[config.mk]
export PLATFORM = sky130hd
export DESIGN_NAME = mfrt_ctrl
export DESIGN_NICKNAME = d
export VERILOG_FILES = /design/src/hdl/mfrt_pkg.sv /design/src/hdl/mfrt_ctrl.sv
export SDC_FILE = /design/constraint.sdc
export NUM_CORES = 1
export LEC_CHECK = 0
export BUFFER_PORTS_ARGS = -buffer_cell sky130_fd_sc_hd__buf_4
export CORE_AREA = 2 2 39 41
export DETAILED_ROUTE_END_ITERATION = 8
export DIE_AREA = 0 0 41 43
export PLACE_DENSITY_LB_ADDON = 0.12
export SYNTH_ARGS = -nofsm -noshare
export SYNTH_HDL_FRONTEND = slang
export SYNTH_SLANG_ARGS = --single-unit
[constraint.sdc]
create_clock -name clk -period 1.4 [get_ports clk]
set_input_delay 0.14 -clock clk [delete_from_list [all_inputs] [get_ports clk]]
set_output_delay 0.14 -clock clk [all_outputs]
set_load 0.005 [all_outputs]
[src/hdl/mfrt_pkg.sv]
// Shared types, codes and constants of the flow rule table.
package mfrt_pkg;
	localparam int TableSlots = 32;
	localparam int SlotW = $clog2(TableSlots);
	localparam int CountW = $clog2(TableSlots + 1);

	// For any 32-bit n, bits 63:35 of n*DivTenRecip give n/10 rounded down.
	localparam logic [31:0] DivTenRecip = 32'hCCCC_CCCD;

	typedef enum logic [2:0] {
		OP_ADD = 3'd0,
		OP_SET = 3'd1,
		OP_DEL = 3'd2,
		OP_LOOKUP = 3'd3,
		OP_AGG = 3'd4,
		OP_QUERY = 3'd5,
		OP_CLEAR = 3'd6,
		OP_NONE = 3'd7
	} op_t;

	typedef enum logic [1:0] {
		ST_OK = 2'd0,
		ST_NOT_FOUND = 2'd1,
		ST_EXISTS = 2'd2,
		ST_FULL = 2'd3
	} status_t;

	typedef enum logic [0:0] {
		CFG_DEFAULT_ALGO = 1'b0,
		CFG_MIN_ACKS = 1'b1
	} cfg_index_t;

	typedef enum logic [2:0] {
		S_IDLE,
		S_SCAN,
		S_READ,
		S_CALC,
		S_AVG,
		S_WRITE,
		S_RENUM,
		S_DONE
	} state_t;

	// Commands from the controller to the datapath.
	typedef struct packed {
		logic load;
		logic scan_step;
		logic read_hit;
		logic calc;
		logic avg_step;
		logic write;
		logic renum_step;
		logic finish;
	} dp_cmd_t;

	// Status from the datapath back to the controller.
	typedef struct packed {
		logic scan_last;
		logic avg_last;
		logic renum_last;
		op_t op;
	} dp_stat_t;
endpackage

[src/hdl/mfrt_ctrl.sv]
// Controller state machine that sequences one table operation.
module mfrt_ctrl (
	input logic clk,
	input logic arst_n,
	input logic start,
	output logic busy,
	input mfrt_pkg::dp_stat_t stat,
	output mfrt_pkg::dp_cmd_t cmd
);
	import mfrt_pkg::*;

	state_t state_q, state_d;

	always_ff @(posedge clk or negedge arst_n) begin
		if (!arst_n) begin
			state_q <= S_IDLE;
		end else begin
			state_q <= state_d;
		end
	end

	always_comb begin
		state_d = state_q;
		cmd = '0;
		busy = (state_q != S_IDLE);
		unique case (state_q)
			S_IDLE: begin
				if (start) begin
					cmd.load = 1'b1;
					state_d = S_SCAN;
				end
			end
			S_SCAN: begin
				cmd.scan_step = 1'b1;
				if (stat.scan_last) begin
					state_d = S_READ;
				end
			end
			S_READ: begin
				cmd.read_hit = 1'b1;
				state_d = S_CALC;
			end
			S_CALC: begin
				cmd.calc = 1'b1;
				if (stat.op == OP_AGG) begin
					state_d = S_AVG;
				end else begin
					state_d = S_WRITE;
				end
			end
			S_AVG: begin
				cmd.avg_step = 1'b1;
				if (stat.avg_last) begin
					state_d = S_WRITE;
				end
			end
			S_WRITE: begin
				cmd.write = 1'b1;
				if (stat.op == OP_DEL || stat.op == OP_CLEAR) begin
					state_d = S_RENUM;
				end else begin
					state_d = S_DONE;
				end
			end
			S_RENUM: begin
				cmd.renum_step = 1'b1;
				if (stat.renum_last) begin
					state_d = S_DONE;
				end
			end
			S_DONE: begin
				cmd.finish = 1'b1;
				state_d = S_IDLE;
			end
			default: state_d = S_IDLE;
		endcase
	end
endmodule

==> results_dict.tcl <==
set metrics [dict create \
    die_x_um 41 \
    synth_ff_type "dfrtp_1" \
    crit_buf_inv 1 \
    yosys.area.top_type "dfrtp_1" \
    slew_headroom 0.8249 \
    synthAdderAreaFrac 0 \
    num_vias 298 \
    ys_async_sr_fraction 1.000 \
    coreArea_um2 1384 \
    rows 14 \
    synthSimpleGateAreaFrac 0.4010 \
    r2r_end "state_q[0]" \
    hold_viol 0 \
    slowest_delay_ns 0.43 \
    fin_cells 72 \
    synth_common_cells "nor2_1 (8), dfrtp_1 (3), nor3_1 (2)" \
    grt_pass1_wl_mm 1.193 \
    antennaDiodeCount 0 \
    fin_skew_ns 0.001471 \
    yosysWarnings 0 \
    critical_path.cell_chain "buf_6 -> or2b_4 -> o2bb2ai_2 -> a2111o_1" \
    whs_ns 0.2100 \
    path_delay_family "compound AO/OA/AOI/OAI gates" \
    fin_crit_sh 0.9675 \
    final_util 0.3544 \
    power-per-cell-area_nw_per_um2 2144 \
    max-vdd-ir-drop_v 0.0005064 \
    worstSkewPairLatency_ns 0.23 \
    largest_register_ffs 3 \
    r2r_cells 4 \
    rrSetupSlack_ns 0.05 \
    syn_avg_cell_area_um2 8.500 \
    synthCells 29 \
    start_util 0.1781 \
    hold_depth 3 \
    slew_viol_final 0 \
    boundaryPins 18 \
    drtIter0Drc 3 \
    grt_max_degree 8 \
    ys_seq_area_frac 0.3046 \
    synth_area_leaders "dfrtp_1 (30%), nor2_1 (12%), o2bb2ai_2 (6.1%)" \
    grt_pass1_vias 317 \
    tightest_slew_ns 0.2590 \
    reg.largest.list "state_q: 3 flops" \
    power_mw 1.052 \
    leakagePower_nw 0.2419 \
    synthesis.nets 38 \
    crit_required_ns 1.50 \
    htreeDepth 1 \
    synth_edf_count 0 \
    cts_buffer_depth 2 \
    grtUsageTotal 0.1004 \
    hp-class "input pin to flop" \
    drc 0 \
    largest_register "state_q" \
    ys_ff_latch 3 \
    numCtsBuffers 3 \
    synth_cell_types 19 \
    startpoint "state_q[1]" \
    rsz0062_at_grt "false" \
    cts_tree "built" \
    place_hpwl_um 529.6 \
    setup_viol 0 \
    io_buffers 17 \
    placed_cells 61 \
    die_h_um 43 \
    gp_congestion 0.7148 \
    layout-drive-gt1-share 0.6429 \
    worstHoldStart "stat[5]" \
    worst_setup_path_end_kind "flop" \
    post_drt_wl_per_cell_um 10.19 \
    yosysMostFrequentCell "nor2_1" \
    first_pass_iters 2 \
    synth_compound_area_frac 0.1574 \
    whs_endpoint "state_q[1]" \
    area_delta_synth_final_pct 98.98 \
    grt-ovfl-total 0 \
    period_minus_slack_ns 1.354 \
    final_nets 66 \
    wl_um 734 \
    critPathMaxFanout 5 \
    synthXorXnorAreaFrac 0.03553 \
    dieArea_um2 1763 \
    synth_mux_area_frac 0.04061 \
    synth_area_um2 246.5 \
    path_clk_slew_ns 0.04 \
    cts_root_buf "clkbuf_4" \
    path_class "flop to flop" \
    cap_violations 0 \
    numClockSinks 3 \
    antenna_left 0 \
    status "complete, no violations" \
    slowest_stage "dfrtp_2" \
    viasPerCell 4.139 \
    worst_setup_path_start_kind "flop" \
    antenna_found_initial 0 \
    worstPathArrival_ns 1.45 \
    synth_top_family_by_area "simple AND/OR/NAND/NOR gates" \
    setup_tns_ns 0 \
    r2r_start "state_q[1]" \
    max_freq_ghz 0.7383 \
    synth_top_area_frac 0.3046 \
]
[worst register-to-register path: cells and delay by family (launching register included)]
kind / cells / cell delay [ns]
AO/OA/AOI/OAI: 2 / 0.45
buffers and inverters: 1 / 0.12
flip-flops: 1 / 0.43
AND/OR/NAND/NOR: 1 / 0.22
[power breakdown]
part | total, mW | leakage (nW) | switching (mW) | internal, mW
Combinational | 0.681 | 0.194 | 0.279 | 0.402
Clock | 0.150 | 0.0150 | 0.0430 | 0.107
Sequential | 0.221 | 0.0326 | 0.0776 | 0.144
[layer usage]
| metal | track usage | routed length, µm |
|---|---|---|
| met1 | 0.1286 | 324 |
| met2 | 0.1406 | 355 |
| met3 | 0.03141 | 38 |
| met4 | 0.06000 | 16 |
| met5 | 0 | 0 |
[cell type report]
class	count	area [µm²]
Timing Repair Buffer	24	186.4
Tap cell	16	20.02
Fill cell	163	893.4
Multi-Input combinational cell	24	175.2
Clock buffer	4	26.28
Sequential cell	3	78.83
Inverter	1	3.754
[how the worst max path moves through the flow]
stage | to | slack [ns] | cells past startpoint
after floorplan | state_q[0] | 0.23 | 3
after detailed placement | state_q[0] | 0.07 | 3
after global placement | state_q[0] | 0.1 | 3
after CTS | cmd[0] | 0.003 | 5
final | state_q[0] | 0.05 | 4
after global routing | cmd[1] | 0.0003 | 4
[cells in the final DEF, fill, tap and decap left out]
cell,n
nand2b_1,1
or2b_1,1
dfrtp_2,3
nor3_1,2
and2b_1,1
clkbuf_4,3
buf_4,22
or3_4,1
nand2_4,1
or2b_4,1
nor2b_1,1
o2bb2ai_2,1
a2111o_1,1
nor4b_1,1
nor2_2,3
inv_1,1
mux2i_1,1
xnor2_1,1
dlygate4sd3_1,1
o21ai_0,1
a211oi_1,1
clkbuf_1,1
buf_6,1
nor2_1,5
[kinds of logic (layout without fill, tap and decap cells)]
logic type                after synthesis  count (layout)
and+or+nand+nor                        18              18
AOI/OAI and AO/OA                       4               4
DFF                                     3               3
buffers and inverters                   2              29
xor gates and xnor gates                1               1
muxes                                   1               1
[through the flow]
step           setup WS, ns  cell area [µm²]
3_5_place_dp        0.06508            382.9
6_report            0.04551            490.5
3_3_place_gp        0.09504            382.9
2_1_floorplan        0.2319            246.5
4_1_cts            0.003480            471.7
5_1_grt           0.0002692            490.5
[timing repair]
action                     4_1_cts  5_1_grt
gates resized for setup          4        6
setup endpoints to repair        2        5
hold endpoints to repair         3        0
setup buffers                    6        0
hold buffers                     1        0
No activity file was read; power rests on OpenSTA's default activity.
